===== config.mk =====
export PLATFORM = sky130hd
export DESIGN_NAME = canonical_kmer_encoder_core
export DESIGN_NICKNAME = d
export VERILOG_FILES = /design/src/rtl/cke_pkg.sv /design/src/rtl/cke_step.sv /design/src/rtl/canonical_kmer_encoder_core.sv
export SDC_FILE = /design/constraint.sdc
export NUM_CORES = 1
export LEC_CHECK = 0
export ABC_AREA = 1
export BUFFER_PORTS_ARGS = -buffer_cell sky130_fd_sc_hd__buf_2
export CAP_MARGIN = 20
export CORE_UTILIZATION = 34
export CTS_CLUSTER_DIAMETER = 100
export DETAILED_ROUTE_END_ITERATION = 12
export PLACE_DENSITY_LB_ADDON = 0.15
export SYNTH_ARGS = -nofsm -noshare
export SYNTH_HDL_FRONTEND = slang
export SYNTH_SLANG_ARGS = --single-unit

===== constraint.sdc =====
create_clock -name clk -period 9.22 [get_ports clk]
set_input_delay 1.383 -clock clk [delete_from_list [all_inputs] [get_ports clk]]
set_output_delay 1.383 -clock clk [all_outputs]
set_load 0.02 [all_outputs]

===== src/rtl/cke_pkg.sv =====
// Shared types, constants and the base decoder for the canonical k-mer encoder.
package cke_pkg;

    localparam int MAX_KMER_LENGTH = 32;
    localparam int KLEN_W          = 6;
    localparam int KMER_W          = 2 * MAX_KMER_LENGTH;
    localparam int CHAR_W          = 8;

    localparam logic [KLEN_W-1:0] KMER_LENGTH_RESET = KLEN_W'(22);
    localparam logic [KLEN_W-1:0] KLEN_MAX          = KLEN_W'(MAX_KMER_LENGTH);

    typedef logic [KLEN_W-1:0] klen_t;
    typedef logic [KMER_W-1:0] kmer_t;
    typedef logic [1:0]        base_t;

    // Rolling window state carried between words.
    typedef struct packed {
        kmer_t fwd;
        kmer_t rev;
        klen_t run;
    } win_t;

    typedef struct packed {
        logic  ok;
        base_t code;
    } base_dec_t;

    localparam win_t WIN_CLEAR = '{fwd: '0, rev: '0, run: '0};

    function automatic base_dec_t decode_base(logic [CHAR_W-1:0] ch);
        base_dec_t d;
        d.ok   = 1'b1;
        d.code = 2'd0;
        case (ch)
            "A", "a": d.code = 2'd0;
            "C", "c": d.code = 2'd1;
            "G", "g": d.code = 2'd2;
            "T", "t": d.code = 2'd3;
            default:  d.ok   = 1'b0;
        endcase
        return d;
    endfunction

endpackage


===== src/rtl/cke_step.sv =====
// One-base window update and canonical selection.
module cke_step (
    input  cke_pkg::win_t                     win,
    input  cke_pkg::klen_t                    k_eff,
    input  logic [cke_pkg::CHAR_W-1:0]        nucleotide_char,
    input  logic                              sequence_start,
    output cke_pkg::win_t                     win_next,
    output logic                              emit,
    output cke_pkg::kmer_t                    kmer,
    output logic                              from_rev
);
    import cke_pkg::*;

    win_t      base_win;
    base_dec_t dec;
    kmer_t     mask;
    base_t     comp_code;
    kmer_t     comp_shifted;
    klen_t     k_minus1;
    klen_t     run_inc;

    always_comb
    begin
        base_win  = sequence_start ? WIN_CLEAR : win;
        dec       = decode_base(nucleotide_char);
        k_minus1  = k_eff - klen_t'(1);
        comp_code = ~dec.code;

        if (k_eff >= KLEN_MAX)
            mask = '1;
        else
            mask = (kmer_t'(1) << {k_eff, 1'b0}) - kmer_t'(1);

        // Complement base enters at the top of the k-base window.
        comp_shifted = kmer_t'(comp_code) << {k_minus1[KLEN_W-2:0], 1'b0};
        run_inc      = (base_win.run < KLEN_MAX) ? base_win.run + klen_t'(1)
                                                 : base_win.run;

        if (dec.ok)
        begin
            win_next.fwd = ((base_win.fwd << 2) | kmer_t'(dec.code)) & mask;
            win_next.rev = ((base_win.rev & mask) >> 2) | comp_shifted;
            win_next.run = run_inc;
        end
        else
        begin
            win_next = WIN_CLEAR;
        end

        emit     = dec.ok && (win_next.run >= k_eff);
        from_rev = win_next.rev < win_next.fwd;
        kmer     = from_rev ? win_next.rev : win_next.fwd;
    end

endmodule


===== src/rtl/canonical_kmer_encoder_core.sv =====
// Top level of the canonical k-mer encoder: window state, config and result register.
//
//  channel  | handshake                 | payload
//  ---------+---------------------------+-------------------------------------
//  input    | in_valid / in_ready       | nucleotide_char[7:0], sequence_start
//  output   | out_valid / out_ready     | canonical_kmer[63:0], from_reverse
//  config   | cfg_we                    | cfg_wdata[5:0] (kmer_length)
//
// One word per cycle: the window shift and compare sit between the window
// registers and the result register, so a result appears in the cycle after its
// word is taken. in_ready drops only while a result is held and out_ready is low.
// Reset (rst_n low, asynchronous) clears the windows and sets kmer_length to 22.
module canonical_kmer_encoder_core (
    input  logic                         clk,
    input  logic                         rst_n,
    input  logic                         in_valid,
    output logic                         in_ready,
    input  logic [cke_pkg::CHAR_W-1:0]   nucleotide_char,
    input  logic                         sequence_start,
    output logic                         out_valid,
    input  logic                         out_ready,
    output logic [cke_pkg::KMER_W-1:0]   canonical_kmer,
    output logic                         from_reverse,
    input  logic                         cfg_we,
    input  logic [cke_pkg::KLEN_W-1:0]   cfg_wdata
);
    import cke_pkg::*;

    klen_t klen_reg;
    win_t  win_reg;
    win_t  win_next;
    klen_t k_eff;
    logic  emit;
    kmer_t kmer;
    logic  from_rev;
    logic  out_valid_reg;
    kmer_t kmer_reg;
    logic  from_rev_reg;
    logic  in_fire;

    assign in_ready = !out_valid_reg || out_ready;
    assign in_fire  = in_valid && in_ready;

    // Clamp k into 1..MAX_KMER_LENGTH.
    always_comb
    begin
        if (klen_reg == '0)
            k_eff = klen_t'(1);
        else if (klen_reg > KLEN_MAX)
            k_eff = KLEN_MAX;
        else
            k_eff = klen_reg;
    end

    cke_step u_step (
        .win             (win_reg),
        .k_eff           (k_eff),
        .nucleotide_char (nucleotide_char),
        .sequence_start  (sequence_start),
        .win_next        (win_next),
        .emit            (emit),
        .kmer            (kmer),
        .from_rev        (from_rev)
    );

    always_ff @(posedge clk or negedge rst_n)
    begin
        if (!rst_n)
        begin
            klen_reg      <= KMER_LENGTH_RESET;
            win_reg       <= WIN_CLEAR;
            out_valid_reg <= 1'b0;
        end
        else
        begin
            if (cfg_we)
            begin
                klen_reg <= cfg_wdata;
                win_reg  <= WIN_CLEAR;
            end
            else if (in_fire)
            begin
                win_reg <= win_next;
            end

            if (in_fire)
                out_valid_reg <= emit;
            else if (out_ready)
                out_valid_reg <= 1'b0;
        end
    end

    // Load the result only when a word is taken and emits a k-mer; hold it otherwise.
    always_ff @(posedge clk)
    begin
        if (in_fire && emit)
        begin
            kmer_reg     <= kmer;
            from_rev_reg <= from_rev;
        end
    end

    assign out_valid      = out_valid_reg;
    assign canonical_kmer = kmer_reg;
    assign from_reverse   = from_rev_reg;

endmodule

; Word level (Yosys, flattened, before mapping)
; Index checks and enable logic that the tools add are counted.
[word_totals]
ff_bits = 204
in_bits = 20
out_inout_bits = 67
wordCells = 55
[op_classes]
add_sub_neg = 3
n_lt_le_gt_ge = 5
n_eq_ne = 8
n_shift = 2
mux = 13
n_bitwise = 5
n_reduce_logical = 12
[op_table]
columns = cell, count
row1 = two-way mux 132 bit, 3
row2 = two-way mux 134 bit, 1
row3 = bitwise AND 64 bit, 2
row4 = two-way mux 64 bit, 2
row5 = "equality test 8 x 7 -> 1 bit, second input constant", 8
row6 = less-than comparator 64 bit, 1
row7 = OR 62 x 64 -> 64 bit, 1
row8 = OR 64 x 2 -> 64 bit, 1
row9 = "left shift 1 x 7 -> 64 bit, first input constant", 1
row10 = left shift 2 x 6 -> 64 bit, 1
row11 = "subtractor 64 x 1 -> 64 bit, second input constant", 1
row12 = two-way mux 6 bit, 3
row13 = OR reduction 8 bit, 1
row14 = "adder 6 x 1 -> 6 bit, second input constant", 1
row15 = >= comparator 6 bit, 1
row16 = ">= comparator 6 bit, second input constant", 1
row17 = "> comparator 6 bit, second input constant", 1
row18 = zero test 6 bit, 1
row19 = "less-than comparator 6 bit, second input constant", 1
row20 = case mux 2 bit (3 select lines), 1
row21 = OR reduction 2 bit, 3
row22 = "subtractor 5 x 1 -> 5 bit, second input constant", 1
row23 = nonzero test 2 bit, 2
row24 = logical AND 1 bit, 3
row25 = other kinds (4), 6

; Depth between registers and ports, before layout
[logic_depth]
depth_word = 12
depth_mapped = 36

; Cells and area by module
; A second synthesis with hierarchy kept.
[unflattened]
hier_cells = 1844
hier_area_um2 = 13561.8
[by_module_without_submodules]
columns = mod, n_inst, cells_per_inst, area_per_inst_um2
row1 = canonical_kmer_encoder_core, 1, 702, 7729.9
row2 = cke_step, 1, 1142, 5831.8

; Worst setup path before layout
; OpenSTA, ideal clock, no wires.
[synth_path]
path_kind = input-to-reg
startpoint = input sequence_start
endpoint = register kmer_reg[0] (netlist: canonical_kmer[0]), enable pin
t_arrival_ps = 7424
slack_ps = 1228
cell_stages = 15
n_path_buf = 1
cell_sequence = clkbuf_1 > nor2_1 > ha_1 > nand2_1 > nand2_1 > nand2_1 > inv_1 > ha_1 > a21boi_0 > o21a_1 > o21a_1 > o21ai_0 > nand2_1 > a21oi_1 > nor3_1
[synth_between]
elab_chain_len = 7
word_cells_on_any_way = 8
cone_classes = add/sub (1) / order compare (2) / mux (3) / reduce/logical (2)
[synth_lines]
columns = item, line
row1 = from (decl), canonical_kmer_encoder_core.sv:19  ; input logic sequence_start,
row2 = two-way mux 132 bit (*), cke_step.sv:24  ; base_win = sequence_start ? WIN_CLEAR : win;
row3 = adder 6 x 1 -> 6 bit or less-than comparator 6 bit (tied branches), cke_step.sv:36  ; run_inc = (base_win.run < KLEN_MAX) ? base_win.run + klen_t'(1)
row4 = two-way mux 6 bit (*), cke_step.sv:36
row5 = two-way mux 134 bit (*), cke_step.sv:39  ; if (dec.ok)
row6 = >= comparator 6 bit (*), cke_step.sv:50  ; emit = dec.ok && (win_next.run >= k_eff);
row7 = logical AND 1 bit (*), cke_step.sv:50
row8 = logical AND 1 bit (*), canonical_kmer_encoder_core.sv:96  ; if (in_fire && emit)
row9 = to (signal assigned), canonical_kmer_encoder_core.sv:98  ; kmer_reg <= kmer;
row10 = to (decl), canonical_kmer_encoder_core.sv:37  ; kmer_t kmer_reg;
; Every way passes the cells marked *; elsewhere a longest branch is shown, timed or not.
; A chain may end at the register's enable or synchronous reset.

; Worst setup path after layout
[layout_path]
startpoint = register klen_reg[5]
endpoint = register kmer_reg[22] (netlist: canonical_kmer[22]), data pin
[layout_between]
elab_chain_len = 11
word_cells_on_any_way = 16
cone_classes = add/sub (2) / order compare (3) / shift (2) / mux (5) / bitwise (3) / reduce/logical (1)
[layout_lines]
columns = item, line
row1 = from (decl), canonical_kmer_encoder_core.sv:29  ; klen_t klen_reg;
row2 = from (signal assigned), canonical_kmer_encoder_core.sv:78  ; klen_reg <= cfg_wdata;
row3 = > comparator 6 bit, canonical_kmer_encoder_core.sv:49  ; else if (klen_reg > KLEN_MAX)
row4 = two-way mux 6 bit, canonical_kmer_encoder_core.sv:49
row5 = two-way mux 6 bit (*), canonical_kmer_encoder_core.sv:47  ; if (klen_reg == '0)
row6 = left shift 1 x 7 -> 64 bit, cke_step.sv:32  ; mask = (kmer_t'(1) << {k_eff, 1'b0}) - kmer_t'(1);
row7 = subtractor 64 x 1 -> 64 bit, cke_step.sv:32
row8 = two-way mux 64 bit, cke_step.sv:29  ; if (k_eff >= KLEN_MAX)
row9 = bitwise AND 64 bit, cke_step.sv:42  ; win_next.rev = ((base_win.rev & mask) >> 2) | comp_shifted;
row10 = OR 62 x 64 -> 64 bit, cke_step.sv:42
row11 = two-way mux 134 bit (*), cke_step.sv:39
row12 = less-than comparator 64 bit, cke_step.sv:51  ; from_rev = win_next.rev < win_next.fwd;
row13 = two-way mux 64 bit (*), cke_step.sv:52  ; kmer = from_rev ? win_next.rev : win_next.fwd;
row14 = named net kmer[22], canonical_kmer_encoder_core.sv:34  ; kmer_t kmer;
; The timed path passes the listed nets; every way through them passes the cells marked *.

==> results.py <==
metrics = {
    "cells_and_area": {
        "largest_register_ffs": 130,
        "area_delta_synth_final_pct": 12.2,
        "diodes": 0,
        "drive_above_1_share_pct": 11.5,
        "post-route-util_pct": 38.9,
        "fin_area_sq_mm": 0.0147,
        "fin_cells": 2256,
        "fin_nets": 1821,
    },
    "min_path": {
        "hold_class": "flop to flop",
    },
    "global_route": {
        "top_usage_layer": "met2",
        "grt_use_met1_pct": 31.2,
        "antenna_found_initial": 0,
        "grt_pass1_vias": 12100,
        "grt_pass1_wl_mm": 69.8,
        "grt.total_usage_pct": 22.9,
        "use_met2_pct": 37.4,
        "grt_max_degree": 83,
        "grt_remaining_overflow": 0,
        "use_met3_pct": 3.19,
    },
    "setup_path": {
        "r2r_slack_ns": 1.62,
        "path_buf_inv": 4,
        "cp-end-kind": "flop",
        "cp_max_fo": 34,
        "startpoint_type": "flop",
        "path_common_cell": "nand2_1",
        "critPathRequiredTime_ns": 9.63,
        "crit_path_max_incr_delay_ns": 0.80,
        "slowest_stage": "nor2_1",
        "cp.arrival_ns": 8.01,
        "cp_cell_sequence": "nor2_4, nand3_1, nand2_2, inv_2, ha_1, xnor2_2, inv_1, nor2_1, nand2_1, o32ai_1, ha_1, nand2_1, nor4_1, inv_1, nor4_1, nor3b_1, a21oi_4, nand2_2, buf_4, nand2_1, nand2_1",
        "crit_type": "flop to flop",
        "crit_family": "simple AND/OR/NAND/NOR gates",
    },
    "detailed_routing": {
        "antenna_left": 0,
        "wl_per_cell_microns": 19.6,
        "dr_total_vias": 12000,
        "first_iter_violations": 958,
        "wl_mm": 44.1,
        "drc": 0,
        "first_pass_iters": 6,
        "routed_via_density": 5.30,
    },
    "clock_tree": {
        "clock-root-buffer": "clkbuf_16",
        "cts_resized": 0,
        "post-cts-setup-buffers": 0,
        "cts_tree": "built",
        "insertion_delay_ns": 0.55,
        "clk_path_buf_depth": 3,
        "cts_hold_buf": 0,
        "numClockSinks": 202,
        "htree_levels": 1,
        "numCtsBuffers": 25,
        "clkTransAtPathRegs_ns": 0.06,
    },
    "placement": {
        "dpl_cell_area_sq_mm": 0.0139,
        "place.gp.congestion": 0.950,
        "io_buffers": 86,
        "dp_hpwl_mm": 30.4,
        "place_inst": 2209,
    },
    "synth": {
        "yosys_warnings": 0,
        "async_flop_share_pct": 67.8,
        "synthCells": 1688,
        "syn_nets": 1783,
        "synth_ff_type": "dfrtp_1",
        "synth_seq_cells": 202,
        "post_synth.cell_area_avg_sq_um": 7.78,
        "ys_seq_area_share_pct": 41.0,
        "synth.cell_area_sq_mm": 0.0131,
        "synth-edff-count": 65,
        "synth_cell_type_count": 58,
    },
    "job": {
        "cap_violations": 0,
    },
    "timing": {
        "tightest_slew_ns": 1.05,
        "setup_viol": 0,
        "drv_slew": 0,
        "hold_viol": 0,
        "slew_headroom_pct": 30.0,
        "rsz0062_at_grt": "no",
        "fmax_ghz": 0.132,
        "min_period_ns": 7.60,
        "fin_crit_sh_pct": 82.4,
        "finalSetupTns_ns": 0,
        "clock_skew_ns": 0.0206,
    },
    "floorplanning": {
        "start_util_pct": 34.7,
        "die_w_microns": 199,
        "fp-row-count": 71,
        "core_area_sq_mm": 0.0378,
        "ios": 87,
        "fp.dieH_microns": 199,
        "die-area_sq_mm": 0.0394,
    },
    "pwr": {
        "ir_drop_v": 0.000132,
        "p_leak_nw": 6.74,
        "p_per_area_mw_per_mm2": 164,
    },
    "outcome": {
        "outcome": "complete, no violations",
    },
}
[path summary, 6_finish.rpt]
path                       depth (start not counted)                           end                    start
setup reg to reg                                  21  canonical_kmer[22]$_DFFE_PP_  klen_reg[5]$_DFFE_PN0P_
hold reg to reg                                    2       win_reg[33]$_DFFE_PN0P_  win_reg[33]$_DFFE_PN0P_
setup / recovery                                  21  canonical_kmer[22]$_DFFE_PP_  klen_reg[5]$_DFFE_PN0P_
max in group asynchronous                          3       klen_reg[4]$_DFFE_PN1P_                    rst_n
min in group asynchronous                          1      win_reg[127]$_DFFE_PN0P_                    rst_n
hold / removal                                     2       win_reg[33]$_DFFE_PN0P_  win_reg[33]$_DFFE_PN0P_
[stage by stage]
stage          setup slack [ns]  power [W]  hold WS [ns]
3_5_place_dp               1.26    0.00143         0.473
2_1_floorplan              1.23    0.00126         0.453
3_3_place_gp               1.46    0.00144         0.466
6_report                   1.62    0.00242         0.484
4_1_cts                    1.70    0.00244         0.488
5_1_grt                    1.08    0.00251         0.511
[cells in the final DEF (no fill, tap or decap), types with 11 or more instances in the layout]
cell,instances
nand4_1,32
o21ai_0,67
buf_2,85
nor4_1,16
dfrtp_1,134
nand2_1,332
o32ai_1,18
buf_4,13
o22ai_1,82
nor3_1,62
clkbuf_16,25
inv_1,287
ha_1,75
a21oi_1,57
edfxtp_1,65
nor2_1,108
nand3_1,136
a31oi_1,11
[area by class of cell]
| type | instances | area (sq um) |
|---|---|---|
| Inverter | 300 | 1130 |
| Clock buffer | 37 | 721 |
| Multi-Input combinational cell | 1096 | 6190 |
| Sequential cell | 202 | 5380 |
| Timing Repair Buffer | 101 | 582 |
| Tap cell | 511 | 639 |
| Fill cell | 4071 | 23100 |
| Clock inverter | 9 | 97.6 |
[power breakdown]
group | internal, W | switching, W | leakage, nW
combinational | 0.0000972 | 0.000389 | 3.73
clock | 0.000594 | 0.000406 | 0.398
sequential | 0.000926 | 0.00000953 | 2.61
[worst min-delay path: stages (launching register included)]
cell and delay [ns]:
dfrtp_1 0.34, nand2_1 0.05, o21ai_0 0.06
[logic make-up after synthesis]
kind of cell / after synthesis / synth area share [%]
compound gates: 271 / 12.7
buf+inv: 390 / 12.2
simple gates: 735 / 25.7
flops: 202 / 41.0
mux: 3 / 0.248
xor+xnor: 12 / 1.00
fa+ha+maj: 75 / 7.15
[layer usage]
metal  share of wire, %  vias to the layer above
met5                  0                        -
met4                3.1                        0
met3                5.5                       87
met2                 46                      363
met1                 45                     5780
li1                   -                     5728
[Yosys cell counts (all sizes together) (7+ instances only)]
| cell type | count | area share, % |
|---|---|---|
| a211oi | 7 | 0.40 |
| a21oi | 59 | 2.3 |
| a31oi | 11 | 0.52 |
| buf | 35 | 2.0 |
| clkbuf | 55 | 1.6 |
| dfrtp | 134 | 26 |
| edfxtp | 65 | 15 |
| ha | 75 | 7.1 |
| inv | 296 | 8.5 |
| nand2 | 343 | 10 |
| nand3 | 140 | 5.5 |
| nand3b | 10 | 0.57 |
| nand4 | 37 | 2.1 |
| nor2 | 119 | 3.8 |
| nor3 | 67 | 2.8 |
| nor4 | 16 | 0.76 |
| o21ai | 70 | 2.7 |
| o22ai | 82 | 3.9 |
| o32ai | 20 | 1.4 |
| xor2 | 11 | 0.88 |
(Power assumes the default switching activity.)
